<file path="src/rtl/core/key_sort_engine_assert.svh">
// Assertion macros for the key sort engine.
`ifndef KEY_SORT_ENGINE_ASSERT_SVH
`define KEY_SORT_ENGINE_ASSERT_SVH

`ifndef ASSERT_OFF
`define KSE_ASSERT(lbl, prop, msg) \
	lbl: assert property (@(posedge clk) disable iff (!arst_n) prop) else $error(msg);
`define KSE_ASSERT_NEXT(lbl, pre, post, msg) \
	lbl: assert property (@(posedge clk) disable iff (!arst_n) pre |=> post) else $error(msg);
`else
`define KSE_ASSERT(lbl, prop, msg)
`define KSE_ASSERT_NEXT(lbl, pre, post, msg)
`endif

`endif

</file>
<file path="src/rtl/core/ksort_pkg.sv">
// Shared types for the key sort engine.
`timescale 1ns / 1ps
`default_nettype none
package ksort_pkg;

	typedef struct packed {
		logic insert;
		logic shift;
		logic descending;
	} ksort_ctl_t;

endpackage
`default_nettype wire

</file>
<file path="src/rtl/core/ksort_cell.sv">
// One cell of the insertion chain: holds one key and its valid bit.
`timescale 1ns / 1ps
`default_nettype none
module ksort_cell #(
	parameter int KEY_WIDTH = 32
) (
	input  wire                       clk,
	input  wire                       arst_n,
	input  ksort_pkg::ksort_ctl_t     ctl,
	input  wire  [KEY_WIDTH-1:0]      new_key,
	input  wire  [KEY_WIDTH-1:0]      prev_key,
	input  wire                       prev_valid,
	input  wire                       prev_gt,
	input  wire  [KEY_WIDTH-1:0]      next_key,
	input  wire                       next_valid,
	output logic [KEY_WIDTH-1:0]      cell_key,
	output logic                      cell_valid,
	output logic                      cell_gt
);
	import ksort_pkg::*;

	logic [KEY_WIDTH-1:0] key_q;
	logic                 valid_q;
	logic                 cmp;

	always_comb begin
		cmp     = ctl.descending ? (key_q < new_key) : (key_q > new_key);
		cell_gt = !valid_q || cmp;
	end

	assign cell_key   = key_q;
	assign cell_valid = valid_q;

	always_ff @(posedge clk or negedge arst_n) begin
		if (!arst_n) begin
			valid_q <= 1'b0;
		end else if (ctl.shift) begin
			valid_q <= next_valid;
		end else if (ctl.insert && cell_gt) begin
			valid_q <= prev_gt ? prev_valid : 1'b1;
		end
	end

	always_ff @(posedge clk) begin
		if (ctl.shift) begin
			key_q <= next_key;
		end else if (ctl.insert && cell_gt) begin
			key_q <= prev_gt ? prev_key : new_key;
		end
	end

endmodule
`default_nettype wire

</file>
<file path="config.mk">
export PLATFORM = sky130hd
export DESIGN_NAME = ksort_cell
export DESIGN_NICKNAME = d
export VERILOG_FILES = /design/src/rtl/core/key_sort_engine_assert.svh /design/src/rtl/core/ksort_pkg.sv /design/src/rtl/core/ksort_cell.sv
export SDC_FILE = /design/constraint.sdc
export NUM_CORES = 1
export LEC_CHECK = 0
export BUFFER_PORTS_ARGS = -buffer_cell sky130_fd_sc_hd__buf_2
export CORE_MARGIN = 2
export CORE_UTILIZATION = 45
export DETAILED_ROUTE_END_ITERATION = 12
export MAX_ROUTING_LAYER = met4
export PLACE_DENSITY = 0.8
export SETUP_SLACK_MARGIN = 0.05
export SLEW_MARGIN = 5
export SYNTH_ARGS = -nofsm -noshare
export SYNTH_HDL_FRONTEND = slang
export SYNTH_SLANG_ARGS = --single-unit
export TNS_END_PERCENT = 10
</file>
<file path="constraint.sdc">
create_clock -name clk -period 4.3 [get_ports clk]
set_input_delay 0.43 -clock clk [delete_from_list [all_inputs] [get_ports clk]]
set_output_delay 0.43 -clock clk [all_outputs]
set_load 0.005 [all_outputs]
</file>
==> After elaboration in Yosys (flattened, before gate mapping) <==
Index checks and enable logic that the tools add are counted.
{ "op_classes": {"add_sub_neg": 0, "magnitude_cmp": 2, "bitwise_logic": 0, "mul": 0, "shifts": 0, "n_reduce_logical": 4, "div_mod_pow": 0, "n_mux": 7, "n_eq_ne": 0} }
{ "op_table": {"columns": ["op", "n"], "rows": [
  ["32-bit 2-to-1 mux", 3],
  ["32-bit > comparator", 1],
  ["32-bit less-than comparator", 1],
  ["1-bit 2-to-1 mux", 4],
  ["2-bit nonzero test", 1],
  ["1-bit logical AND", 1],
  ["1-bit zero test", 1],
  ["1-bit logical OR", 1]
]} }
{ "word_totals": {"output_inout_bits": 34, "n_memories": 0, "mem_bits_rw": 0, "rom_bits": 0, "reg_bits": 33, "latchBits": 0} }

==> Depth between registers and ports, before layout <==
Gate-level depths: netlist (run 1).
{ "depth": {"depth_word": 6, "ltp_mapped": 8, "depth_no_buf": 8} }

==> Worst setup path after synthesis (run 1) <==
OpenSTA, ideal clock, no wires.
{ "synth_timing": {"kind": "input-to-reg", "startpoint": "input port new_key[1]", "endpoint": "register key_q[0] (netlist: cell_key[0]), enable pin", "n_path_buf": 0, "t_arrival_ns": 2.740, "stages": 8, "slack_ns": 1.165, "cell_sequence": "inv_1 ha_1 nor2b_4 o211ai_2 a21oi_2 o311a_1 or4_1 nand3_1"} }
{ "synth_via": {"elab_chain_len": 5, "word_cells_on_any_way": 6} }
{ "synth_lines": {"columns": ["item", "line_no", "text"], "rows": [
  ["start: declaration", "ksort_cell.sv:10", "input wire [KEY_WIDTH-1:0] new_key,"],
  ["32-bit > comparator / 32-bit less-than comparator (equally long branches)", "ksort_cell.sv:27", "cmp = ctl.descending ? (key_q < new_key) : (key_q > new_key);"],
  ["1-bit 2-to-1 mux (*)", "ksort_cell.sv:27", null],
  ["1-bit logical OR (*)", "ksort_cell.sv:28", "cell_gt = !valid_q || cmp;"],
  ["1-bit logical AND (*)", "ksort_cell.sv:47", "end else if (ctl.insert && cell_gt) begin"],
  ["2-bit nonzero test (no line) (*)", null, null],
  ["end signal: assignment", "ksort_cell.sv:46", "key_q <= next_key;"],
  ["end signal: assignment", "ksort_cell.sv:48", "key_q <= prev_gt ? prev_key : new_key;"],
  ["end: declaration", "ksort_cell.sv:22", "logic [KEY_WIDTH-1:0] key_q;"]
]} }
Every way passes the cells marked *; elsewhere a longest branch is shown, timed or not.
A chain may end at the register's enable or synchronous reset.

==> Worst setup path in the final report (run 1) <==
{ "layout_timing": {"startpoint": "register key_q[31] (netlist: cell_key[31])", "endpoint": "register key_q[27] (netlist: cell_key[27]), enable pin"} }
{ "layout_via": {"elab_chain_len": 5, "word_cells_on_any_way": 6} }
{ "layout_lines": {"columns": ["item", "line_no"], "rows": [
  ["32-bit > comparator / 32-bit less-than comparator (equally long branches)", "ksort_cell.sv:27"],
  ["1-bit 2-to-1 mux (*)", "ksort_cell.sv:27"],
  ["1-bit logical OR (*)", "ksort_cell.sv:28"],
  ["1-bit logical AND (*)", "ksort_cell.sv:47"],
  ["2-bit nonzero test (no line) (*)", null]
]} }
Marks and branches as above.

==> results of run 1 <==
## stage by stage
step            util  hold WS [ns]  setup WS (ns)  cell area (µm²)
6_report       0.619         0.425           1.16             3450
5_1_grt        0.619         0.431          0.779             3450
4_1_cts        0.619         0.420           1.14             3450
3_5_place_dp   0.602         0.206          0.992             3360
3_3_place_gp   0.602         0.205           1.07             3360
2_1_floorplan      -         0.134           1.17             2620
## power groups by stage
stage	registers (W)	clock network, W	logic (W)
floorplan	0.000438	0	0.000157
global placement	0.000434	0	0.000284
detailed placement	0.000437	0	0.000299
CTS	0.000430	0.000228	0.000301
global route	0.000435	0.000242	0.000335
finish	0.000429	0.000225	0.000297
## kinds of logic (layout without fill, tap and decap cells)
logic type / after synthesis / count (layout)
multiplexers: 32 / 32
AND/OR/NAND/NOR: 75 / 75
AO/OA/AOI/OAI: 63 / 63
adder cells (fa/ha/maj): 32 / 32
buffers and inverters: 46 / 181
flip-flops: 33 / 33
## registers in the layout (all words and copies together) (netlist names)
register / flops
cell_valid: 1
cell_key: 32
## synth_stat cells
| cell | instances |
|---|---|
| a211oi_1 | 1 |
| a21boi_0 | 1 |
| a21oi_1 | 13 |
| a21oi_2 | 1 |
| a221oi_1 | 2 |
| a22oi_1 | 1 |
| a31o_2 | 1 |
| and3_1 | 3 |
| and4_2 | 1 |
| and4_4 | 3 |
| buf_2 | 3 |
| clkbuf_1 | 8 |
| dfrtp_1 | 1 |
| edfxtp_1 | 32 |
| ha_1 | 32 |
| inv_1 | 35 |
| mux2i_1 | 32 |
| nand2_1 | 44 |
| nand2b_1 | 1 |
| nand3_1 | 7 |
| nand3_2 | 1 |
| nand4_1 | 4 |
| nor2_1 | 4 |
| nor2b_4 | 1 |
| nor3_1 | 2 |
| nor3_2 | 1 |
| nor4_1 | 1 |
| o211ai_1 | 1 |
| o211ai_2 | 1 |
| o21ai_0 | 36 |
| o21ai_1 | 1 |
| o221ai_1 | 1 |
| o22a_1 | 1 |
| o311a_1 | 1 |
| o311ai_0 | 1 |
| or2_1 | 1 |
| or4_1 | 1 |
## cell type report
class / instances / area [µm²] / area share
Inverter: 35 / 131 / 0.0381
Sequential cell: 33 / 986 / 0.286
Multi-Input combinational cell: 202 / 1460 / 0.424
Tap cell: 72 / 90.1 / 0.0261
Timing Repair Buffer: 138 / 696 / 0.202
Clock inverter: 2 / 10.0 / 0.00290
Clock buffer: 6 / 72.6 / 0.0210
## metal layers
metal	up-vias	wire length, µm
li1	1279	-
met1	1146	2710
met3	10	318
met2	88	3560
met4	0	116
met5	-	0
## worst register-to-register path: cells and delay by family (launching register included)
family | cells | cell delay, ns
AND/OR/NAND/NOR | 5 | 1.55
adder cells (fa/ha/maj) | 1 | 0.33
flip-flops | 1 | 0.41
AO/OA/AOI/OAI | 1 | 0.33
## timing repair
| action | in CTS | in global routing |
|---|---|---|
| hold endpoints to repair | 1 | 0 |
| hold buffers | 1 | 0 |
| setup endpoints to repair | 0 | 0 |
## how the worst min path moves through the flow
stage                       startpoint            to  slack, ns
after floorplan                 arst_n    cell_valid       0.13
after global placement          arst_n    cell_valid       0.20
after detailed placement        arst_n    cell_valid       0.21
after CTS                 next_key[29]  cell_key[29]       0.42
after global routing      next_key[26]  cell_key[26]       0.43
final                     next_key[26]  cell_key[26]       0.42
==> impl_metrics.json, run 1 <==
{
  "synth_top_cell_by_area": "edfxtp_1",
  "max-vdd-ir-drop_mv": 0.161,
  "fin_cells": 488,
  "power.leakage_nw": 1.82,
  "grt_setup_unrepaired": "no",
  "nFillCells": 511,
  "critPathMaxStageDelay_ns": 0.69,
  "synth.top_cell.area_share": 0.367,
  "cts_tree": "built",
  "synth_compound_area_frac": 0.139,
  "clk_pin_slew_ns": 0.07,
  "slew_headroom": 0.333,
  "die_area_um2": 6450,
  "dp.cells": 479,
  "netSwitchingPower_w": 0.000290,
  "worstPathMaxFanout": 32,
  "synth-xor-area-share": 0,
  "areaGrowthSynthToFinish_pct": 31.6,
  "cts.sinks": 33,
  "drcViolationCount": 0,
  "rows": 27,
  "reg2reg_from": "cell_key[31]",
  "diodes": 0,
  "post-cts-setup-buffers": 0,
  "antenna_found_initial": 0,
  "seq_area_frac_synth": 0.376,
  "drv_slew": 0,
  "grt_max_degree": 68,
  "cts_max_level": 2,
  "drtPass1Iterations": 4,
  "clkPwrFrac": 0.237,
  "yosys.area_share.simple": 0.142,
  "top_usage_layer": "met2",
  "most-common-layout-cells": "137 x buf_2, 44 x nand2_1, 36 x o21ai_0",
  "drive_above_1_share": 0.373,
  "worstHoldPathType": "in2reg",
  "synthCells": 281,
  "synth_fa_ha_area_frac": 0.153,
  "r2r_slack_ns": 1.16,
  "tns_ns": 0,
  "crit_path_end": "cell_key[27]",
  "core_area_um2": 5570,
  "switching_share": 0.305,
  "grt_use_met1": 0.256,
  "internal_power_w": 0.000662,
  "hold_viol": 0,
  "p_seq_frac": 0.451,
  "clock.fmax_mhz": 318,
  "drtIter0Drc": 118,
  "clock_path_buffers": 2,
  "drt_wl_total_mm": 6.70,
  "grt_pass1_vias": 2448,
  "worst_r2r_path_depth": 7,
  "numCtsBuffers": 5,
  "cp_slowest_cell": "nand3_2",
  "viasPerCell": 5.17,
  "holdPathStages": 3,
  "worst_clock_skew_ns": 0.00698,
  "vias": 2523,
  "crit_family": "simple AND/OR/NAND/NOR gates",
  "hpwlAfterDp_mm": 5.46,
  "place_congestion": 0.808,
  "nets": 551,
  "clk_latency_ns": 0.28,
  "setup.worst_path.start": "cell_key[31]",
  "wire_per_inst_um": 13.7,
  "p_comb_frac": 0.312,
  "final.min_clock_period_ns": 3.14,
  "p_per_area_nw_per_um2": 276,
  "initial_core_util": 0.470,
  "synth_top_family_by_area": "adder cells",
  "grt_usage": 0.221,
  "syn_avg_cell_area_um2": 9.32,
  "fin_crit_sh": 0.731,
  "worstMarginPinSlew_ns": 1.00,
  "crit_path_start_kind": "register",
  "ys_types": 37,
  "timing.critical_path.buf_inv": 0,
  "crit_path_end_kind": "register",
  "final_common_cell": "buf_2",
  "reg2reg_to": "cell_key[27]",
  "synthTopCellsByArea": "edfxtp_1 37%, ha_1 15%, mux2i_1 12%",
  "grt_first_pass_wirelength_mm": 10.9,
  "cp.depth": 7,
  "dieWidth_um": 80.3,
  "synth-seq-cells": 33,
  "cp_cell_sequence": "ha_1 > nand4_1 > nor2_1 > nand4_1 > and3_1 > a221oi_1 > nand3_2",
  "crit_top_cell": "nand4_1",
  "yosysWarnings": 0,
  "crit_type": "reg2reg",
  "dieHeight_um": 80.3,
  "clockRootBuffer": "clkbuf_8",
  "outcome": "finished, final reports clean",
  "critPathRequiredTime_ns": 4.07,
  "cts_resized": 0,
  "synth_mux_area_frac": 0.122,
  "ant_nets": 0,
  "synth_nets": 417,
  "drv_cap": 0,
  "ios": 138,
  "use_met3": 0.0371,
  "grt_overflow": 0,
  "finalSetupViolations": 0,
  "grtUsageMet2": 0.393,
  "numPortBuffers": 137,
  "fin_total_pwr_w": 0.000952,
  "synthesis.area_um2": 2620,
  "worstPathArrival_ns": 2.92
}
Note: power is estimated with default switching activity, not from simulation.
==> inputs of run 2 (changes only) <==
Settings changed: ABC_AREA set to 1.
Clock period 4.3 ns to 3.1 ns, I/O delays scaled along.
==> impl_metrics.json, run 2 <==
{
  "diodes": 0,
  "final_area_um2": 3400,
  "rows": 27,
  "wire_per_inst_um": 13.0,
  "viasPerCell": 4.89,
  "cts_tree": "built",
  "worstPathMaxFanout": 18,
  "dieWidth_um": 79.3,
  "crit_path_start_kind": "register",
  "initial_core_util": 0.464,
  "place_congestion": 0.788,
  "antenna_found_initial": 0,
  "cts_max_level": 2,
  "die_area_um2": 6290,
  "seqCellArea_um2": 986,
  "nets": 601,
  "synth_edf_count": 32,
  "drtPass1Iterations": 4,
  "hpwlAfterDp_mm": 5.27,
  "r2r_slack_ns": 0.52,
  "ant_nets": 0,
  "final.min_clock_period_ns": 2.58,
  "synthesis.area_um2": 2550,
  "outcome": "finished, final reports clean",
  "fin_crit_sh": 0.833,
  "drive_above_1_share": 0.343,
  "most-common-layout-cells": "137 x buf_2, 78 x a21oi_1, 71 x nand2_1",
  "synthCells": 332,
  "final_common_cell": "buf_2",
  "finalWorstSetupSlack_ns": 0.517,
  "numCtsBuffers": 5,
  "clk_pin_slew_ns": 0.07,
  "postPlaceCellArea_um2": 3290,
  "synth_nets": 468,
  "cts.sinks": 33,
  "drcViolationCount": 0,
  "seq_area_frac_synth": 0.386,
  "setup.worst_path.start": "cell_key[31]",
  "crit_path_end_kind": "register",
  "vias": 2632,
  "multiInputGateArea_um2": 1350,
  "hold_viol": 0,
  "clock_path_buffers": 2,
  "power.leakage_nw": 1.82,
  "grt_first_pass_wirelength_mm": 11.2,
  "grt_usage": 0.233,
  "post-cts-setup-buffers": 0,
  "worst_r2r_path_depth": 12,
  "core_area_um2": 5510,
  "crit_type": "reg2reg",
  "yosysWarnings": 0,
  "areaGrowthSynthToFinish_pct": 33.2,
  "ios": 138,
  "critPathRequiredTime_ns": 3.08,
  "numPortBuffers": 137,
  "synthTopCellsByArea": "edfxtp_1 38%, ha_1 16%, a21oi_1 15%",
  "dieHeight_um": 79.3,
  "tns_ns": 0,
  "nFillCells": 502,
  "worst_clock_skew_ns": 0.00595,
  "finalSetupViolations": 0,
  "p_per_area_nw_per_um2": 392,
  "largest_register_ffs": 32,
  "clock.fmax_mhz": 387,
  "grt_setup_unrepaired": "no",
  "grt_pass1_vias": 2645,
  "slew_headroom": 0.556,
  "fin_total_pwr_w": 0.00133,
  "drv_slew": 0,
  "synth_most_common_cell": "a21oi_1",
  "post-place-ws_ns": 0.492,
  "drv_cap": 0,
  "clockRootBuffer": "clkbuf_8",
  "grt_max_degree": 36,
  "worstPathArrival_ns": 2.56,
  "reg2reg_from": "cell_key[31]",
  "drt_wl_total_mm": 6.98,
  "max-vdd-ir-drop_mv": 0.259,
  "worstHoldPathType": "in2reg",
  "synth.top_cell.area_share": 0.376,
  "syn_avg_cell_area_um2": 7.69,
  "clk_latency_ns": 0.29,
  "grt_overflow": 0,
  "synth_common_cells": "78 x a21oi_1, 71 x nand2_1, 41 x inv_1, 39 x nor2_1",
  "drtIter0Drc": 92,
  "synth_top_cell_by_area": "edfxtp_1",
  "synth-async-reset-ratio": 0.0303,
  "ys.flop_type": "edfxtp_1",
  "ys_types": 23,
  "reg2reg_to": "cell_key[22]",
  "crit_path_end": "cell_key[22]",
  "synth-seq-cells": 33,
  "worstMarginPinSlew_ns": 0.666
}
## run 2: cell count changes after synthesis, sizes merged, moves of 9 or more
cell and change:
a21oi +64, inv +9, mux2i -32, nand2 +32, nor2 +38, o21ai -34
## run 2: cells by family after synthesis
| logic type | share of synthesized area |
|---|---|
| AO/OA/AOI/OAI | 0.168 |
| adder cells (fa/ha/maj) | 0.157 |
| buffers and inverters | 0.0867 |
| flip-flops | 0.386 |
| AND/OR/NAND/NOR | 0.203 |
## run 2: repair_timing
item / 4_1_cts / 5_1_grt
hold endpoints to repair: 1 / 0
hold buffers: 1 / 0
resized for setup: 0 / 0
## run 2: how the worst min path moves through the flow
stage               startpoint    endpoint  slack [ns]  cells after the start
floorplan               arst_n  cell_valid        0.01                      0
global placement        arst_n  cell_valid        0.09                      1
detailed placement      arst_n  cell_valid        0.09                      1
CTS                     ctl[2]  cell_valid        0.31                      4
global route            ctl[2]  cell_valid        0.32                      4
finish                  ctl[2]  cell_valid        0.31                      4
## run 2: final cells by class
| cell class | instances | share of cell area |
|---|---|---|
| multi-input cells | 241 | 0.396 |
| flip-flops and latches | 33 | 0.290 |
| repair buffers | 140 | 0.209 |
| inverters | 44 | 0.0493 |
| clock buffers | 7 | 0.0283 |
| well taps | 72 | 0.0265 |
| clock inverters | 1 | 0.00147 |
## run 2: where the power goes
part	leakage, nW	total (W)	switching (W)	internal, W
Combinational	1.43	0.000387	0.000211	0.000176
Clock	0.0542	0.000370	0.000169	0.000201
Sequential	0.331	0.000578	0.0000268	0.000551
## run 2: metrics by stage
step | hold slack, ns | util | std cells
after floorplan | 0.0144 | - | 332
after global placement | 0.0890 | 0.598 | 529
after detailed placement | 0.0908 | 0.598 | 529
after CTS | 0.307 | 0.618 | 538
after global routing | 0.322 | 0.618 | 538
final | 0.308 | 0.618 | 538
## run 2: layer usage
metal / up-vias / routed length [µm] / GRT usage
met4: 0 / 159 / 0.114
met2: 108 / 3560 / 0.414
met1: 1142 / 2890 / 0.264
met3: 13 / 379 / 0.0216
li1: 1369 / - / -
met5: - / 0 / -
## run 2: critical path: stages (launching register included)
cell	delay, ns
edfxtp_1	0.42
ha_1	0.32
nand2_1	0.08
nor2_2	0.13
nand2_2	0.08
nor3b_2	0.22
nand2_1	0.10
nand2_1	0.06
nand2_1	0.05
nand3_2	0.07
nand2_2	0.06
nand2_2	0.31
buf_4	0.34
==> inputs of run 3 (changes only) <==
Settings changed: ABC_AREA 1 to 0, CORE_UTILIZATION 45 to 41, PLACE_DENSITY 0.8 to 0.77.
Clock period 3.1 ns to 2.3 ns, I/O delays scaled along.
==> impl_metrics.json, run 3 (synthesis results as in run 1) <==
{
  "outcome": "finished, violations left",
  "violations": "negative setup slack",
  "rows": 29,
  "clock_path_buffers": 2,
  "dieWidth_um": 83.9,
  "finalWorstSetupSlack_ns": -0.260,
  "internal_power_w": 0.00149,
  "ios": 138,
  "largest_register_ffs": 32,
  "worstPathArrival_ns": 2.33,
  "final.min_clock_period_ns": 2.56,
  "cp_slowest_cell": "edfxtp_1",
  "fin_hold_ws_ns": 0.217,
  "crit_top_cell": "buf_6",
  "tns_ns": -7.59,
  "grt_overflow": 0,
  "power.leakage_nw": 2.13,
  "clk_pin_slew_ns": 0.08,
  "netSwitchingPower_w": 0.000620,
  "nets": 603,
  "ant_nets": 0,
  "max-vdd-ir-drop_mv": 0.385,
  "grt_first_pass_wirelength_mm": 11.7,
  "crit_path_end_kind": "primary output",
  "p_seq_frac": 0.381,
  "core_area_um2": 6280,
  "post-place-ws_ns": -0.235,
  "numPortBuffers": 137,
  "critPathMaxStageDelay_ns": 0.45,
  "drv_slew": 0,
  "p_per_area_nw_per_um2": 519,
  "drcViolationCount": 0,
  "fin_crit_sh": 1.11,
  "dieHeight_um": 83.9,
  "p_comb_frac": 0.354,
  "initial_core_util": 0.417,
  "hold_viol": 0,
  "switching_share": 0.293,
  "worst_clock_skew_ns": 0.00331,
  "areaGrowthSynthToFinish_pct": 55.5,
  "drv_cap": 0,
  "worstPathMaxFanout": 3,
  "drt_wl_total_mm": 7.38,
  "worstMarginPinSlew_ns": 0.501,
  "most-common-layout-cells": "137 x buf_2, 46 x buf_4, 44 x nand2_1",
  "drive_above_1_share": 0.474,
  "clkPwrFrac": 0.264,
  "crit_path_start_kind": "register",
  "diodes": 0,
  "cts_tree": "built",
  "numCtsBuffers": 5,
  "clock.fmax_mhz": 391,
  "critPathRequiredTime_ns": 2.07,
  "drtPass1Iterations": 4,
  "viasPerCell": 5.02,
  "cts_max_level": 2,
  "hpwlAfterDp_mm": 5.82,
  "fin_total_pwr_w": 0.00211,
  "place_congestion": 0.825,
  "vias": 2735,
  "slew_headroom": 0.666,
  "grt_pass1_vias": 2683,
  "worstHoldPathType": "in2reg",
  "grt_usage": 0.209,
  "grt_setup_unrepaired": "yes",
  "finalSetupViolations": 33,
  "cp_cell_sequence": "ha_4 > nand4_1 > nor2_2 > buf_6 > nand3_4 > or2_4 > buf_6 > nand3_1 > o211ai_1 > buf_2",
  "antenna_found_initial": 0,
  "final_common_cell": "buf_2",
  "clk_latency_ns": 0.28,
  "cts.sinks": 33,
  "drtIter0Drc": 107,
  "clockRootBuffer": "clkbuf_8",
  "crit_type": "reg2out",
  "wire_per_inst_um": 13.5,
  "die_area_um2": 7050,
  "grt_max_degree": 38
}
==> run 3: worst max-delay path: cells and delay by family (launching register included) <==
kind,cells,cell delay (ns)
AND/OR/NAND/NOR,5,0.79
flip-flops,1,0.45
buffers and inverters,3,0.40
adder cells (fa/ha/maj),1,0.30
AO/OA/AOI/OAI,1,0.11
==> run 3: worst paths after layout <==
| kind | startpoint | end | slack (ns) | depth (start not counted) |
|---|---|---|---|---|
| worst max-delay path | cell_key[30] | cell_gt | -0.26 | 10 |
| worst min-delay path | next_key[9] | cell_key[9] | 0.22 | 3 |
| worst max register to register | cell_key[21] | cell_key[21] | -0.24 | 8 |
| worst min register to register | cell_valid | cell_valid | 0.72 | 4 |
| max in group asynchronous | arst_n | cell_valid | 1.97 | 2 |
| min in group asynchronous | arst_n | cell_valid | 0.25 | 2 |
==> run 3: what timing repair did <==
item                       CTS  global route
setup buffers                6             6
setup endpoints to repair   33            33
resized for setup            9            10
hold buffers                 1             0
pin swaps                   10            11
hold endpoints to repair     1             0
==> run 3: metrics by stage <==
| stage | utilization | instance area, µm² | cells |
|---|---|---|---|
| global placement | 0.594 | 3730 | 524 |
| floorplan | - | 2640 | 281 |
| finish | 0.649 | 4080 | 545 |
| CTS | 0.631 | 3960 | 539 |
| global route | 0.649 | 4080 | 545 |
| detailed placement | 0.594 | 3730 | 524 |
==> run 3: area by class of cell <==
cell class / instances / area (µm²)
inverter: 35 / 131
clock buffer: 5 / 68.8
fill: 539 / 2200
timing repair buffer: 190 / 1140
multi-input combinational: 202 / 1600
tap: 77 / 96.3
clock inverter: 3 / 46.3
sequential: 33 / 986
==> run 3: routing by layer <==
metal / wire, µm / vias up / global-route usage
met5: 0 / - / -
met4: 148 / 0 / 0.0850
met3: 335 / 12 / 0.0287
met2: 3760 / 83 / 0.359
met1: 3140 / 1246 / 0.247
li1: - / 1394 / -
==> run 3: power by group through the flow <==
stage / clock, W / sequential (W) / combinational, W
2_1_floorplan: 0 / 0.000818 / 0.000301
3_3_place_gp: 0 / 0.000809 / 0.000658
3_5_place_dp: 0 / 0.000813 / 0.000680
4_1_cts: 0.000568 / 0.000803 / 0.000716
5_1_grt: 0.000591 / 0.000817 / 0.000836
6_report: 0.000559 / 0.000806 / 0.000749
